===== config.mk =====
export PLATFORM = sky130hd
export DESIGN_NAME = lcfe_queue
export DESIGN_NICKNAME = d
export VERILOG_FILES = /design/src/hdl/lcfe_pkg.sv /design/src/hdl/lcfe_queue.sv
export VERILOG_INCLUDE_DIRS = /design/src /design/src/hdl
export SDC_FILE = /design/constraint.sdc
export NUM_CORES = 1
export LEC_CHECK = 0
export CORE_MARGIN = 1
export CORE_UTILIZATION = 34
export CTS_CLUSTER_SIZE = 10
export DETAILED_ROUTE_END_ITERATION = 7
export DONT_BUFFER_PORTS = 1
export PLACE_DENSITY = 0.52
export SKIP_LAST_GASP = 1
export SYNTH_ARGS = -nofsm -noshare
export SYNTH_HDL_FRONTEND = slang
export SYNTH_SLANG_ARGS = --single-unit

===== constraint.sdc =====
create_clock -name clock -period 2.1 [get_ports clock]
set_clock_uncertainty 0.2 [all_clocks]
set_input_delay 0.21 -clock clock [delete_from_list [all_inputs] [get_ports clock]]
set_output_delay 0.21 -clock clock [all_outputs]
set_load 0.005 [all_outputs]

===== src/hdl/led_chain_frame_encoder_top_macros.svh =====
// Assertion macros shared by the LED chain frame encoder RTL.
// Included by every module that carries concurrent checks; no other dependencies.
`ifndef LED_CHAIN_FRAME_ENCODER_TOP_MACROS_SVH
`define LED_CHAIN_FRAME_ENCODER_TOP_MACROS_SVH
`ifndef SYNTHESIS
// Same-cycle implication, disabled during reset.
`define LCFE_ASSERT_IMP(lbl, clk, rst, ante, cons, msg) \
   lbl: assert property (@(posedge clk) disable iff (rst) (ante) |-> (cons)) else $error(msg);
// Next-cycle implication, disabled during reset.
`define LCFE_ASSERT_NXT(lbl, clk, rst, ante, cons, msg) \
   lbl: assert property (@(posedge clk) disable iff (rst) (ante) |=> (cons)) else $error(msg);
`else
`define LCFE_ASSERT_IMP(lbl, clk, rst, ante, cons, msg)
`define LCFE_ASSERT_NXT(lbl, clk, rst, ante, cons, msg)
`endif
`endif


===== src/hdl/lcfe_pkg.sv =====
// Shared types, constants and helper functions of the LED chain frame encoder.
// No dependencies; imported by every module of the block except lcfe_ram.
package lcfe_pkg;

   localparam int REQ_DATA_W   = 40;
   localparam int REQ_USER_W   = 2;
   localparam int RSP_DATA_W   = 16;
   localparam int RSP_USER_W   = 1;
   localparam int COUNT_REG_W  = 9;
   localparam int INDEX_W      = 10;
   // Wide enough for the index, the count register and the largest chain.
   localparam int CMP_W        = 11;
   // Store address as carried between the parts; the largest chain has 1024 LEDs.
   localparam int STORE_AW_MAX = 10;
   localparam int COLOUR_W     = 24;
   localparam int START_BYTES  = 4;
   localparam int STOP_BYTES   = 4;
   localparam int Q_DEPTH      = 4;
   localparam int QPTR_W       = 2;
   localparam int QCNT_W       = 3;
   localparam logic [7:0] FLAG_BASE = 8'hC0;
   localparam logic [7:0] BYTE_ONES = 8'hFF;

   typedef enum logic [1:0] {
      REQ_FRAME_PIXEL = 2'd0,
      REQ_INDEX_SET   = 2'd1,
      REQ_POWER_OFF   = 2'd2,
      REQ_TICK        = 2'd3
   } req_kind_type;

   typedef enum logic [2:0] {
      BSEL_ZERO,
      BSEL_FLAG,
      BSEL_RED,
      BSEL_GREEN,
      BSEL_BLUE
   } byte_sel_type;

   // One classified item on its way from the front part to the back part.
   typedef struct packed {
      logic                    we;
      logic                    re;
      logic [STORE_AW_MAX-1:0] addr;
      logic [COLOUR_W-1:0]     wdata;
      byte_sel_type            sel;
      logic                    byte_valid;
      logic                    frame_done;
      logic                    power_on;
      logic                    status;
   } cmd_type;

   typedef struct packed {
      logic       byte_valid;
      logic [7:0] out_byte;
      logic       frame_done;
      logic       power_on;
      logic       status;
   } result_type;

   // Colour word is {red, green, blue}.
   function automatic logic [7:0] flag_byte(input logic [COLOUR_W-1:0] rgb);
      logic [7:0] inv;
      inv = BYTE_ONES ^ {rgb[7:6], rgb[15:14], rgb[23:22], 2'b00};
      return FLAG_BASE | {2'b00, inv[7:2]};
   endfunction

   function automatic logic [7:0] select_byte(input byte_sel_type sel,
                                              input logic [COLOUR_W-1:0] rgb);
      logic [7:0] b;
      case (sel)
         BSEL_FLAG:  b = flag_byte(rgb);
         BSEL_RED:   b = rgb[23:16];
         BSEL_GREEN: b = rgb[15:8];
         BSEL_BLUE:  b = rgb[7:0];
         default:    b = 8'h00;
      endcase
      return b;
   endfunction

endpackage


===== src/hdl/lcfe_queue.sv =====
// Short command queue between the front and back parts of the encoder.
// Uses lcfe_pkg for the command type and queue depth.
`include "led_chain_frame_encoder_top_macros.svh"
module lcfe_queue (
   input  logic              clock,
   input  logic              reset,
   input  logic              push,
   input  lcfe_pkg::cmd_type push_cmd,
   output logic              in_ready,
   input  logic              pop,
   output logic              out_valid,
   output lcfe_pkg::cmd_type out_cmd
);
   import lcfe_pkg::*;

   cmd_type           entries_ff [Q_DEPTH];
   logic [QPTR_W-1:0] wr_ptr_ff, wr_ptr_in;
   logic [QPTR_W-1:0] rd_ptr_ff, rd_ptr_in;
   logic [QCNT_W-1:0] count_ff, count_in;

   assign in_ready  = (count_ff != QCNT_W'(Q_DEPTH));
   assign out_valid = (count_ff != '0);
   assign out_cmd   = entries_ff[rd_ptr_ff];

   always_comb begin
      wr_ptr_in = push ? wr_ptr_ff + QPTR_W'(1) : wr_ptr_ff;
      rd_ptr_in = pop  ? rd_ptr_ff + QPTR_W'(1) : rd_ptr_ff;
      count_in  = count_ff;
      if (push && !pop) begin
         count_in = count_ff + QCNT_W'(1);
      end else if (pop && !push) begin
         count_in = count_ff - QCNT_W'(1);
      end
   end

   always_ff @(posedge clock) begin
      if (push) begin
         entries_ff[wr_ptr_ff] <= push_cmd;
      end
   end

   always_ff @(posedge clock) begin
      if (reset) begin
         wr_ptr_ff <= '0;
         rd_ptr_ff <= '0;
         count_ff  <= '0;
      end else begin
         wr_ptr_ff <= wr_ptr_in;
         rd_ptr_ff <= rd_ptr_in;
         count_ff  <= count_in;
      end
   end

   `LCFE_ASSERT_IMP(a_q_no_overflow, clock, reset, push, in_ready,
      "command pushed into a full queue")
   `LCFE_ASSERT_IMP(a_q_no_underflow, clock, reset, pop, out_valid,
      "command popped from an empty queue")

endmodule


**After elaboration in Yosys (flattened, before gate mapping)**

Memory sizes are Yosys's and may differ from the RTL's. A register that Yosys moved wholly into a read port is not among the register bits.
Cells that the tools add are included.

- Flip-flop bits (word level): 7
- RAM bits: 172
- Input port bits: 47
- Logic and storage cells: 21
- Memories: 1

- Add/subtract/negate cells: 4
- Eq/ne operators: 1
- Muxes and demuxes: 6
- Reductions and logical operators: 6

Memories:

| memory | depth | width | rd ports | clocked after memory_dff | write ports | RTL line | text |
|---|---|---|---|---|---|---|---|
| entries_ff | 4 | 43 | 1 | 1 | 1 | lcfe_queue.sv:16 | `cmd_type entries_ff [Q_DEPTH];` |

Operator list:

| cell | count |
|---|---|
| $mux W3 | 2 |
| $add A2 B1 Y2 const B | 2 |
| $mux W2 | 2 |
| $add A3 B1 Y3 const B | 1 |
| $ne A3 B3 Y1 const B | 1 |
| $reduce_bool A3 Y1 | 1 |
| $sub A3 B1 Y3 const B | 1 |
| $logic_and A1 B1 Y1 | 2 |
| $logic_not A1 Y1 | 2 |
| $mux W1 | 2 |
| $reduce_bool A2 Y1 | 1 |

**Logic depth before layout (Yosys ltp)**

- Word-level depth: 4
- Mapped depth: 7

**Least setup slack after synthesis**

Ideal clock, no wire load.

- Path kind: reg2reg
- Start point: register wr_ptr_ff[0]
- End point: memory entries_ff[2][0] (netlist bit) (enable)
- Library setup time: 0.405 ns
- Data arrival time: 1.578 ns
- Required time: 1.495 ns
- Setup slack: -0.082 ns
- Stages on the path, launching flop included: 4
- Path buffers: 0
- Cell sequence: dfxtp_1 -> inv_1 -> ha_1 -> and2_1

RTL lines:

| item | RTL line | text |
|---|---|---|
| start: declaration | lcfe_queue.sv:17 | `logic [QPTR_W-1:0] wr_ptr_ff, wr_ptr_in;` |
| start signal: assignment | lcfe_queue.sv:48 | `wr_ptr_ff <= wr_ptr_in;` |
| end: declaration | lcfe_queue.sv:16 |  |

Straight into the memory's write port.

==> results by group <==
Clock tree
  • Clk slew on worst S/H paths: 0.06 ns
  • H-tree levels: 4
  • Clock sink count: around 180
  • CTS tree: built
  • Clk Latency, worst-skew pair: 0.42 ns
  • Post-CTS setup buffer count: 0
  • Clock Path Buffers: 2
  • CTS Buf Count: 17
  • Root Buffer: clkbuf_16

Synth
  • Cell area after synthesis: 6690 µm²
  • Area contributors post-synth: edfxtp_1, mux4_2, dfxtp_1, buf_12, mux4_1
  • Syn Area/Cell: 24.8 µm²
  • Yosys top cell area share: 77.2%
  • Dominant cell type by area after synthesis: edfxtp_1
  • Yosys cell types: 20
  • Ys async rst share: 0%
  • Count leader, synth: edfxtp_1
  • Post-synth EDFFs: between 150 and 200
  • Syn nets: 323
  • Ys flop type: edfxtp_1
  • Cells after synthesis: 270
  • Yosys reg bits: 181
  • YS warnings: 0
  • Synth top cells by count: edfxtp_1, mux4_2, dfxtp_1, nor2_1, ha_1
  • Share of the yosys chip area belonging to registers: around 80%

Pwr
  • Maximum VDD drop: 520 µV
  • Final Power: around 7.6 mW
  • Leak pwr: 2.54 nW
  • PwrDens: 945 nW/µm²

Timing
  • Setup violators final: 0
  • Slew headroom: 74.4%
  • Max Freq: ~500 MHz
  • Final Slew Violations: 0
  • Slew @ Worst Pin: 0.384 ns
  • Period utilization: between 90 and 100%
  • Setup TNS Final: 0 ns
  • Unrepaired setup endpoints after global routing: true
  • Final WS setup: 0.0808 ns
  • Period minus WS final: 2.02 ns
  • Final Hold Fails: 0

Layout
  • Final core occ: 42.4%
  • FF+latch area: 5350 µm²
  • Layout cells sized above 1: approximately 25%
  • Post-route cell area: 8060 µm²
  • Area growth syn-to-layout: 20.5%
  • Area occupied by multi-input gates: 1200 µm²
  • Nets: 391
  • Ant diodes: 0
  • Filler cell count: between 1,500 and 2,000

GRT
  • First-pass GRT wire length: 18,200 µm
  • Initial antenna violation count: 0
  • GRT Total Usage: between 10% and 20%
  • Vias in the first global route: 3,127
  • Largest net degree at the start of global routing: 27
  • Total grt overflow: 0

Critical path
  • Crit-path cells: buf_12 > mux4_2
  • Critical Path Start Type: register
  • Cell family with most CP delay: multiplexers
  • Crit end category: output port
  • WS Path Type: register to output port
  • Slowest Stage Delay on Critical Path: roughly 0.57 ns
  • Crit path DAT: approximately 1.6 ns
  • WP buf/inv: 1
  • Crit path max fanout: 18
  • Crit-path slowest cell: mux4_2
  • Worst EP required: roughly 1.7 ns

Route
  • Post-route ant nets: 0
  • DRT iter0 DRCs: approximately 180
  • DRC violations left: 0
  • Routed length per placed instance: 19.5 µm
  • First-pass iteration count of the detailed router: 5
  • Vias: 2,830
  • Vias per cell: 4.65
  • WL final: 11,900 µm

Placed design
  • Post-Place Cell Area: 7070 µm²
  • Final HPWL DP: 6990 µm
  • Placer Congestion: 0.638
  • Dpl ws: 0.346 ns
  • PortBufs: 0

Die
  • Die H: 142 µm
  • Starting density of the core: 35.2%
  • Die ar.: 20,200 µm²
  • Core region area: 19,000 µm²
  • I/O Pins: 92
  • Rows: 50
  • Die W: between 100 and 150 µm

Job
  • MaxCap Viol Count: 0

Hold path
  • Worst min path class: input pin to register

Run status
  • Status: complete, no violations
[report_power, final]
part	leakage [nW]	total (mW)	internal, mW	switching, mW
Sequential	1.66	4.19	4.14	0.0538
Combinational	0.660	0.685	0.340	0.346
Clock	0.228	2.74	1.49	1.25
[state kept, by name, indices dropped and copies added, names as in the netlist, named ones only]
| signal | flops |
|---|---|
| entries_ff | 172 |
| rd_ptr_ff | 2 |
| wr_ptr_ff | 2 |
| count_ff | 3 |
[worst min-delay path: cells and delay by family]
family / cells / cell delay, ns
adder cells (fa/ha/maj): 1 / 0.20
XOR/XNOR: 1 / 0.09
AND/OR/NAND/NOR: 1 / 0.08
buffers and inverters: 1 / 0.03
[kinds of logic after synthesis]
kind of cell             share of synthesized area, %
AO/OA/AOI/OAI                                   0.149
multiplexers                                     14.9
adder cells (fa/ha/maj)                          1.23
AND/OR/NAND/NOR                                  1.12
XOR/XNOR                                        0.655
flip-flops                                       79.9
buffers and inverters                            2.00
[worst paths after layout]
path	endpoint	cells past startpoint	slack, ns	from
hold / removal	count_ff[0]	4	0.03	pop
setup reg to reg	wr_ptr_ff[1]	5	0.28	wr_ptr_ff[0]
setup / recovery	out_cmd[9]	2	0.08	register
hold reg to reg	count_ff[2]	2	0.31	count_ff[2]
[cell usage in the layout (no fill, tap or decap), types with 2 or more instances in the layout]
master | Yosys | routed
clkinvlp_4 | 0 | 5
buf_12 | 4 | 5
buf_4 | 0 | 6
nor2_1 | 8 | 8
edfxtp_1 | 172 | 172
mux4_2 | 40 | 43
mux2i_1 | 2 | 2
clkbuf_1 | 2 | 4
clkbuf_16 | 0 | 18
xnor2_1 | 2 | 2
nand2_1 | 2 | 2
inv_1 | 4 | 4
xor2_1 | 3 | 3
and2_2 | 0 | 4
or3_1 | 2 | 2
dlygate4sd3_1 | 0 | 47
ha_1 | 5 | 5
dfxtp_1 | 9 | 7
clkinv_2 | 0 | 2
[timing repair]
item / in CTS / in global routing
gates resized for setup: 1 / 3
cloned: 0 / 1
setup endpoints to repair: 3 / 7
hold endpoints to repair: 181 / 0
hold buffers: 47 / 0
[cell type report]
class	instances	area share (%)
Sequential cell	181	66.3
Multi-Input combinational cell	74	14.9
Timing Repair Buffer	60	8.29
Clock buffer	21	5.46
Tap cell	260	4.03
Clock inverter	9	0.745
Inverter	4	0.186
[routing by layer]
layer / vias up / global-route usage (%) / wire length, µm
li1: 1259 / - / -
met1: 1499 / 15.9 / 5340
met2: 63 / 20.1 / 5740
met3: 9 / 4.61 / 670
met4: 0 / 4.64 / 140
met5: - / 0 / 0
[metrics by stage]
step / hold WS [ns] / std cells
floorplan: 0.109 / 270
global placement: 0.0804 / 531
detailed placement: 0.0852 / 531
CTS: 0.0110 / 608
global route: 0.0709 / 609
finish: 0.0301 / 609
Power figures use the tool's default switching activity.
