**src/hdl/led_chain_frame_encoder_top_macros.svh**
```systemverilog
// Assertion macros shared by the LED chain frame encoder RTL.
// Included by every module that carries concurrent checks; no other dependencies.
`ifndef LED_CHAIN_FRAME_ENCODER_TOP_MACROS_SVH
`define LED_CHAIN_FRAME_ENCODER_TOP_MACROS_SVH
`ifndef SYNTHESIS
// Same-cycle implication, disabled during reset.
`define LCFE_ASSERT_IMP(lbl, clk, rst, ante, cons, msg) \
   lbl: assert property (@(posedge clk) disable iff (rst) (ante) |-> (cons)) else $error(msg);
// Next-cycle implication, disabled during reset.
`define LCFE_ASSERT_NXT(lbl, clk, rst, ante, cons, msg) \
   lbl: assert property (@(posedge clk) disable iff (rst) (ante) |=> (cons)) else $error(msg);
`else
`define LCFE_ASSERT_IMP(lbl, clk, rst, ante, cons, msg)
`define LCFE_ASSERT_NXT(lbl, clk, rst, ante, cons, msg)
`endif
`endif

```
**src/hdl/lcfe_pkg.sv**
```systemverilog
// Shared types, constants and helper functions of the LED chain frame encoder.
// No dependencies; imported by every module of the block except lcfe_ram.
package lcfe_pkg;

   localparam int REQ_DATA_W   = 40;
   localparam int REQ_USER_W   = 2;
   localparam int RSP_DATA_W   = 16;
   localparam int RSP_USER_W   = 1;
   localparam int COUNT_REG_W  = 9;
   localparam int INDEX_W      = 10;
   // Wide enough for the index, the count register and the largest chain.
   localparam int CMP_W        = 11;
   // Store address as carried between the parts; the largest chain has 1024 LEDs.
   localparam int STORE_AW_MAX = 10;
   localparam int COLOUR_W     = 24;
   localparam int START_BYTES  = 4;
   localparam int STOP_BYTES   = 4;
   localparam int Q_DEPTH      = 4;
   localparam int QPTR_W       = 2;
   localparam int QCNT_W       = 3;
   localparam logic [7:0] FLAG_BASE = 8'hC0;
   localparam logic [7:0] BYTE_ONES = 8'hFF;

   typedef enum logic [1:0] {
      REQ_FRAME_PIXEL = 2'd0,
      REQ_INDEX_SET   = 2'd1,
      REQ_POWER_OFF   = 2'd2,
      REQ_TICK        = 2'd3
   } req_kind_type;

   typedef enum logic [2:0] {
      BSEL_ZERO,
      BSEL_FLAG,
      BSEL_RED,
      BSEL_GREEN,
      BSEL_BLUE
   } byte_sel_type;

   // One classified item on its way from the front part to the back part.
   typedef struct packed {
      logic                    we;
      logic                    re;
      logic [STORE_AW_MAX-1:0] addr;
      logic [COLOUR_W-1:0]     wdata;
      byte_sel_type            sel;
      logic                    byte_valid;
      logic                    frame_done;
      logic                    power_on;
      logic                    status;
   } cmd_type;

   typedef struct packed {
      logic       byte_valid;
      logic [7:0] out_byte;
      logic       frame_done;
      logic       power_on;
      logic       status;
   } result_type;

   // Colour word is {red, green, blue}.
   function automatic logic [7:0] flag_byte(input logic [COLOUR_W-1:0] rgb);
      logic [7:0] inv;
      inv = BYTE_ONES ^ {rgb[7:6], rgb[15:14], rgb[23:22], 2'b00};
      return FLAG_BASE | {2'b00, inv[7:2]};
   endfunction

   function automatic logic [7:0] select_byte(input byte_sel_type sel,
                                              input logic [COLOUR_W-1:0] rgb);
      logic [7:0] b;
      case (sel)
         BSEL_FLAG:  b = flag_byte(rgb);
         BSEL_RED:   b = rgb[23:16];
         BSEL_GREEN: b = rgb[15:8];
         BSEL_BLUE:  b = rgb[7:0];
         default:    b = 8'h00;
      endcase
      return b;
   endfunction

endpackage

```
**src/hdl/lcfe_front.sv**
```systemverilog
// Front part: accepts request transfers, keeps the frame and transmit control
// state and turns each item into one command for the back part. Uses lcfe_pkg.
`include "led_chain_frame_encoder_top_macros.svh"
module lcfe_front #(
   parameter int MAX_PIXELS = 256
) (
   input  logic                              clock,
   input  logic                              reset,
   input  logic                              req_tvalid,
   output logic                              req_tready,
   input  logic [lcfe_pkg::REQ_DATA_W-1:0]   req_tdata,
   input  logic [lcfe_pkg::REQ_USER_W-1:0]   req_tuser,
   input  logic                              req_tlast,
   input  logic                              csr_wen,
   input  logic [lcfe_pkg::COUNT_REG_W-1:0]  csr_wdata,
   input  logic                              clear_busy,
   input  logic                              q_ready,
   output logic                              push,
   output lcfe_pkg::cmd_type                 cmd
);
   import lcfe_pkg::*;

   localparam int CNT_W  = $clog2(MAX_PIXELS + 1);
   localparam int BPOS_W = $clog2(4 * MAX_PIXELS + START_BYTES + STOP_BYTES);

   logic [COUNT_REG_W-1:0] pixel_count_ff;
   logic [CNT_W-1:0]       fill_ff, fill_in;
   logic                   frame_lit_ff, frame_lit_in;
   logic                   power_ff, power_in;
   logic                   sending_ff, sending_in;
   logic [BPOS_W-1:0]      bpos_ff, bpos_in;

   req_kind_type           kind;
   logic                   pixel_valid;
   logic [INDEX_W-1:0]     pixel_index;
   logic [COLOUR_W-1:0]    colour;
   logic [CNT_W-1:0]       eff_count;
   logic [BPOS_W-1:0]      pix_end;
   logic [BPOS_W-1:0]      stop_last;
   logic [BPOS_W-1:0]      rel;
   logic                   lit_next;

   assign kind        = req_kind_type'(req_tuser[1:0]);
   assign pixel_valid = req_tdata[0];
   assign pixel_index = req_tdata[10:1];
   assign colour      = {req_tdata[18:11], req_tdata[26:19], req_tdata[34:27]};

   assign req_tready = q_ready && !clear_busy;
   assign push       = req_tvalid && req_tready;

   // Counts above the store size act as the store size.
   assign eff_count = ({2'b00, pixel_count_ff} > CMP_W'(MAX_PIXELS)) ?
                      CNT_W'(MAX_PIXELS) : CNT_W'(pixel_count_ff);
   assign pix_end   = BPOS_W'(START_BYTES) + BPOS_W'({eff_count, 2'b00});
   assign stop_last = pix_end + BPOS_W'(STOP_BYTES - 1);
   assign rel       = bpos_ff - BPOS_W'(START_BYTES);

   always_comb begin
      fill_in      = fill_ff;
      frame_lit_in = frame_lit_ff;
      power_in     = power_ff;
      sending_in   = sending_ff;
      bpos_in      = bpos_ff;
      lit_next     = frame_lit_ff;
      cmd          = '0;
      cmd.sel      = BSEL_ZERO;
      cmd.wdata    = colour;
      case (kind)
         REQ_FRAME_PIXEL: begin
            if (pixel_valid && (fill_ff < eff_count)) begin
               cmd.we   = 1'b1;
               cmd.addr = STORE_AW_MAX'(fill_ff);
               lit_next = frame_lit_ff || (colour != '0);
               fill_in  = fill_ff + CNT_W'(1);
            end
            frame_lit_in = lit_next;
            if (req_tlast) begin
               power_in     = lit_next;
               frame_lit_in = 1'b0;
               fill_in      = '0;
               sending_in   = 1'b1;
               bpos_in      = '0;
            end
         end
         REQ_INDEX_SET: begin
            if ({1'b0, pixel_index} >= CMP_W'(eff_count)) begin
               cmd.status = 1'b1;
            end else begin
               cmd.we     = 1'b1;
               cmd.addr   = pixel_index;
               power_in   = 1'b1;
               sending_in = 1'b1;
               bpos_in    = '0;
            end
         end
         REQ_POWER_OFF: begin
            power_in = 1'b0;
         end
         REQ_TICK: begin
            if (sending_ff) begin
               cmd.byte_valid = 1'b1;
               if (bpos_ff < BPOS_W'(START_BYTES)) begin
                  cmd.sel = BSEL_ZERO;
               end else if (bpos_ff < pix_end) begin
                  cmd.re   = 1'b1;
                  cmd.addr = STORE_AW_MAX'(rel >> 2);
                  case (rel[1:0])
                     2'd0:    cmd.sel = BSEL_FLAG;
                     2'd1:    cmd.sel = BSEL_RED;
                     2'd2:    cmd.sel = BSEL_GREEN;
                     default: cmd.sel = BSEL_BLUE;
                  endcase
               end else if (bpos_ff >= stop_last) begin
                  cmd.frame_done = 1'b1;
               end
               if (cmd.frame_done) begin
                  sending_in = 1'b0;
                  bpos_in    = '0;
               end else begin
                  bpos_in = bpos_ff + BPOS_W'(1);
               end
            end
         end
         default: begin
            power_in = power_ff;
         end
      endcase
      cmd.power_on = power_in;
   end

   always_ff @(posedge clock) begin
      if (reset) begin
         pixel_count_ff <= '0;
         fill_ff        <= '0;
         frame_lit_ff   <= 1'b0;
         power_ff       <= 1'b0;
         sending_ff     <= 1'b0;
         bpos_ff        <= '0;
      end else begin
         if (csr_wen) begin
            pixel_count_ff <= csr_wdata;
         end
         if (push) begin
            fill_ff      <= fill_in;
            frame_lit_ff <= frame_lit_in;
            power_ff     <= power_in;
            sending_ff   <= sending_in;
            bpos_ff      <= bpos_in;
         end
      end
   end

   `LCFE_ASSERT_NXT(a_frame_end_restarts, clock, reset,
      push && (kind == REQ_FRAME_PIXEL) && req_tlast,
      sending_ff && (bpos_ff == '0) && (fill_ff == '0) && !frame_lit_ff,
      "frame end did not restart the transmit and the fill")
   `LCFE_ASSERT_IMP(a_fill_in_range, clock, reset,
      push && (kind == REQ_FRAME_PIXEL) && !req_tlast && (fill_in != fill_ff),
      fill_in <= eff_count,
      "fill position stepped past the pixel count")

endmodule

```
**config.mk**
```make
export PLATFORM = sky130hd
export DESIGN_NAME = lcfe_front
export DESIGN_NICKNAME = d
export VERILOG_FILES = /design/src/hdl/lcfe_pkg.sv /design/src/hdl/lcfe_front.sv
export VERILOG_INCLUDE_DIRS = /design/src /design/src/hdl
export SDC_FILE = /design/constraint.sdc
export NUM_CORES = 1
export LEC_CHECK = 0
export BUFFER_PORTS_ARGS = -buffer_cell sky130_fd_sc_hd__buf_2
export CAP_MARGIN = 20
export CORE_UTILIZATION = 55
export CTS_CLUSTER_DIAMETER = 80
export DETAILED_ROUTE_END_ITERATION = 10
export PLACE_DENSITY = 0.91
export SYNTH_ARGS = -nofsm -noshare
export SYNTH_HDL_FRONTEND = slang
export SYNTH_SLANG_ARGS = --single-unit
```
**constraint.sdc**
```tcl
create_clock -name clock -period 8.2 [get_ports clock]
set_clock_uncertainty 0.05 [all_clocks]
set_input_delay 0 -clock clock [delete_from_list [all_inputs] [get_ports clock]]
set_output_delay 0 -clock clock [all_outputs]
set_load 0.02 [all_outputs]
```
### After elaboration in Yosys (flattened, before gate mapping)

Index checks and enable logic that the tools add are counted.

* output and inout port bits: 45
* bits of input ports: 58
* logic and storage cells: 79
* register bits after elaboration: 32

* order comparisons: 6
* eq/ne operators: 8
* $add $sub $neg: 5
* muxes and demuxes: 40
* reduce and logical (&&, ||, !) cells: 14

Operator list (number)
* 2-to-1 mux 11 bit: 7
* 2-to-1 mux 9 bit: 4
* one-hot mux 11 bit (3 select lines): 1
* one-hot mux 10 bit (3 select lines): 1
* nonzero test 24 bit: 1
* 2-to-1 mux 1 bit: 18
* adder 11 x 1 -> 11 bit, second input constant: 1
* adder 11 x 2 -> 11 bit, second input constant: 1
* adder 3 x 11 -> 11 bit, first input constant: 1
* greater-or-equal comparator 11 bit: 1
* less-than comparator 11 bit: 1
* less-than comparator 11 x 3 -> 1 bit, second input constant: 1
* subtractor 11 x 3 -> 11 bit, second input constant: 1
* greater-or-equal comparator 10 x 9 -> 1 bit: 1
* 2-to-1 mux 10 bit: 1
* 2-to-1 mux 5 bit: 2
* adder 9 x 1 -> 9 bit, second input constant: 1
* greater-than comparator 9 bit, second input constant: 1
* less-than comparator 9 bit: 1
* one-hot mux 3 bit (3 select lines): 1
* == test 2 bit, second input constant: 3
* 2-to-1 mux 3 bit: 2
* != test 2 bit, second input constant: 3
* one-hot mux 1 bit (3 select lines): 2
* other kinds (12): 16

### Longest topological paths before layout

* depth in word-level cells: 13
* gate-level depth with buffers: 15
* mapped depth without buffers: 14

### Least setup slack after synthesis

Ideal clock, no wire load.

* kind: register to register
* start point: register pixel_count_ff[8]
* end point: register sending_ff
* data arrival time: 2984 ps
* setup slack: 5037 ps
* buffers on the path: 0
* stages on the path, launching flop included: 15
* clock period less this slack: 3163 ps
* library setup time: 129 ps
* cell sequence: dfxtp_1 -> clkinv_1 -> nand2_1 -> inv_1 -> ha_1 -> nand2_1 -> nor2_1 -> xor2_1 -> ha_1 -> nand4_1 -> or4b_2 -> nor2_1 -> o21ai_2 -> o41ai_1 -> a31oi_1

* longest elaborated chain between the ends: 13
* elaborated cells between the ends (all ways): 17
* those cells by class: 2 x add/sub; 4 x order compare; 1 x eq/ne; 9 x mux; 1 x reduce/logical

Ends and longest elaborated chain
* start: declaration: line lcfe_front.sv:26 `logic [COUNT_REG_W-1:0] pixel_count_ff;`
* start signal: assignment: line lcfe_front.sv:141 `pixel_count_ff <= csr_wdata;`
* greater-than comparator 9 bit: line lcfe_front.sv:52 `assign eff_count = ({2'b00, pixel_count_ff} > CMP_W'(MAX_PIXELS)) ?`
* 2-to-1 mux 9 bit *: line lcfe_front.sv:52
* adder 3 x 11 -> 11 bit: line lcfe_front.sv:54 `assign pix_end = BPOS_W'(START_BYTES) + BPOS_W'({eff_count, 2'b00});`
* adder 11 x 2 -> 11 bit: line lcfe_front.sv:55 `assign stop_last = pix_end + BPOS_W'(STOP_BYTES - 1);`
* greater-or-equal comparator 11 bit: line lcfe_front.sv:113 `end else if (bpos_ff >= stop_last) begin`
* 2-to-1 mux 1 bit: line lcfe_front.sv:113
* 2-to-1 mux 1 bit: line lcfe_front.sv:104 `end else if (bpos_ff < pix_end) begin`
* 2-to-1 mux 1 bit: line lcfe_front.sv:102 `if (bpos_ff < BPOS_W'(START_BYTES)) begin`
* 2-to-1 mux 1 bit: line lcfe_front.sv:100 `if (sending_ff) begin`
* 2-to-1 mux 1 bit: line lcfe_front.sv:68 `case (kind)`
* 2-to-1 mux 1 bit: line lcfe_front.sv:116 `if (cmd.frame_done) begin`
* 2-to-1 mux 1 bit: line lcfe_front.sv:100
* one-hot mux 1 bit (3 select lines): line lcfe_front.sv:68
* end signal: assignment: line lcfe_front.sv:147 `sending_ff <= sending_in;`
* end: declaration: line lcfe_front.sv:30 `logic sending_ff, sending_in;`

Mark *: on every way between the ends. The rest lies on a longest branch, timed or not. The select of a mux whose other input is x is not followed.
A chain may end at the register's enable or synchronous reset.

==> qor.yml <==
slew_violations: 0
avgViaCountPerCell: 5.82
ant_nets: 0
cts_tree: "done"
syn-mean-instance-area_um2: 7.86
vias: 3020
p_clk_share_pct: 27.6
htreeDepth: 2
cts_resized: 0
worstPathArrival_ns: 3.96
p_comb_share_pct: 32.3
maxCapViolCount: 0
nets: 541
antenna_found_initial: 0
finalCritPeriodShare_pct: 49.0
synth_area_leaders: "dfxtp_1, ha_1, buf_4"
placementRows: 26
cp-start-kind: "flop"
min_to: "pixel_count_ff[7]$_SDFFE_PP0P_"
hold_viol_final: 0
vdd_drop_max_mv: 0.0691
drive_gt1_share_pct: 25.2
setup_violations: 0
core_area_mm2: 0.00514
synth_top_area_share_pct: 21.6
end_kind: "primary output"
drcViolationCount: 0
wire_per_inst_um: 15.3
r2r_cells: 14
place_congestion: 0.944
synth_edf_count: 0
numCtsBuffers: 5
rsz0062_at_grt: "no"
grtUsageTotal_pct: 29.9
post_cts_buffers: 0
synthArstFlopShare_pct: 0
fmax_ghz: 0.249
p_sw_mw: 0.147
min_from: "reset"
cts.clk_slew.worst_paths_ns: 0.07
die_area_mm2: 0.00568
dr.pass1.iters: 5
p_int_mw: 0.280
whs_path_depth: 2
timing.slew.headroom_pct: 30.7
r2r-start: "pixel_count_ff[8]$_SDFFE_PP0P_"
power_mw: 0.428
syn_to_final_growth_pct: 16.0
power_leakage_nw: 1.62
worstSetupPathType: "reg -> out"
netlist_area_mm2: 0.00296
numPortBuffers: 96
drt_iter0_drc: 280
hold_path.class: "in -> reg"
ff2ff_setup_slack_ns: 4.44
synth_ff_type: "dfxtp_1"
r2r_end: "sending_ff$_SDFFE_PP0P_"
die_y_um: 75.4
clk_latency_ns: 0.29
layout_min_cycle_time_ns: 4.01
yosysMostFrequentCell: "nor2_1"
die_w_um: 75.4
cp.required_ns: 8.15
yosysWarningCount: 0
path_max_fanout: 13
grt_max_degree: 19
switching_share_pct: 34.4
power_per_cell_area_mw_per_mm2: 124
seq_power_share_pct: 40.0
diodes: 0
status: "completed"
overflow: 0
clock_path_buffers: 2
root_buffer: "clkbuf_8"
syn-num-nets: 469
dpl.hpwl_mm: 6.16
ioPinCount: 103
synth_common_cells: "nor2_1, ha_1, dfxtp_1"
grt_pass1_vias: 2796
grt_pass1_wl_mm: 12.8
yosysSeqAreaShare_pct: 21.6
synth-seq-cells: 32
fin_tns_setup_ns: 0
synth_top_area_cell: "dfxtp_1"
syn_inst: 377
synth_cell_types: 57
hold_buffers: 9
start_util_pct: 57.6
wl_mm: 7.92
cts.sinks: 32
worst-slew-pin-transition_ns: 1.03
[power groups by stage]
| stage | Combinational (mW) | Clock (mW) | Sequential [mW] |
|---|---|---|---|
| final | 0.138 | 0.118 | 0.171 |
| after global routing | 0.153 | 0.125 | 0.172 |
| after CTS | 0.137 | 0.119 | 0.171 |
| after detailed placement | 0.133 | 0 | 0.174 |
| after global placement | 0.129 | 0 | 0.174 |
| after floorplan | 0.114 | 0 | 0.167 |
[critical path, cell delays in order (launching register included)]
cell      delay (ns)
dfxtp_1         0.44
clkinv_1        0.27
nand2_1         0.19
inv_1           0.08
ha_1            0.25
nand2_1         0.07
nor2_1          0.06
xor2_1          0.16
ha_1            0.30
nand4_1         0.11
or4b_2          0.68
nand4_1         0.43
nor2_1          0.14
a221o_1         0.30
buf_2           0.17
[cells in the final DEF, fill, tap and decap left out, types with 11 or more instances in the layout]
master,synthesis,final
inv_1,19,19
nand3_1,15,15
ha_1,34,34
dfxtp_1,32,32
nor2_1,43,43
nand2_1,29,29
a21oi_1,16,16
xor2_1,11,11
a31oi_1,13,13
buf_2,3,96
[worst max-delay path by stage]
stage | start | endpoint | cells past startpoint
after floorplan | pixel_count_ff[8]$_SDFFE_PP0P_ | sending_ff$_SDFFE_PP0P_ | 14
after global placement | pixel_count_ff[8]$_SDFFE_PP0P_ | sending_ff$_SDFFE_PP0P_ | 14
after detailed placement | pixel_count_ff[8]$_SDFFE_PP0P_ | sending_ff$_SDFFE_PP0P_ | 14
after CTS | pixel_count_ff[8]$_SDFFE_PP0P_ | cmd[32] | 14
after global routing | pixel_count_ff[8]$_SDFFE_PP0P_ | cmd[38] | 14
final | pixel_count_ff[8]$_SDFFE_PP0P_ | cmd[32] | 14
[logic make-up after synthesis]
logic type | count (synthesis) | synth area share [%]
buf+inv | 60 | 11.4
xor+xnor | 19 | 5.62
fa+ha+maj | 34 | 14.4
mux | 9 | 3.04
other cells | 1 | 0.127
flops | 32 | 21.6
compound gates | 77 | 18.6
simple gates | 145 | 25.2
[cell type report]
class	instances	area, um2
Sequential cell	32	641
Inverter	20	75.1
Multi-Input combinational cell	285	1980
Clock buffer	6	72.6
Fill cell	460	1700
Timing Repair Buffer	105	571
Clock inverter	1	5.00
Tap cell	70	87.6
[metrics by stage]
stage          instances  util [%]  instance area, um2  setup WS [ns]  hold slack, ns
4_1_cts              519      66.8                3440           4.23          0.0503
3_5_place_dp         503      63.6                3270           4.50           0.185
2_1_floorplan        377         -                2960           5.04          0.0281
5_1_grt              519      66.8                3440           3.97          0.0788
6_report             519      66.8                3440           4.19          0.0512
3_3_place_gp         503      63.6                3270           4.55           0.182
[registers in the layout (all words and copies together) (netlist names)]
signal          cells
fill_ff             9
bpos_ff            11
sending_ff          1
frame_lit_ff        1
power_ff            1
pixel_count_ff      9
[per-layer routing]
| layer | up-vias | global-route usage, % | wire, um |
|---|---|---|---|
| li1 | 1496 | - | - |
| met1 | 1392 | 39.7 | 3500 |
| met2 | 116 | 49.2 | 3730 |
| met3 | 16 | 4.50 | 545 |
| met4 | 0 | 10.9 | 142 |
| met5 | - | 0 | 0 |
Note: power is estimated with default switching activity, not from simulation.
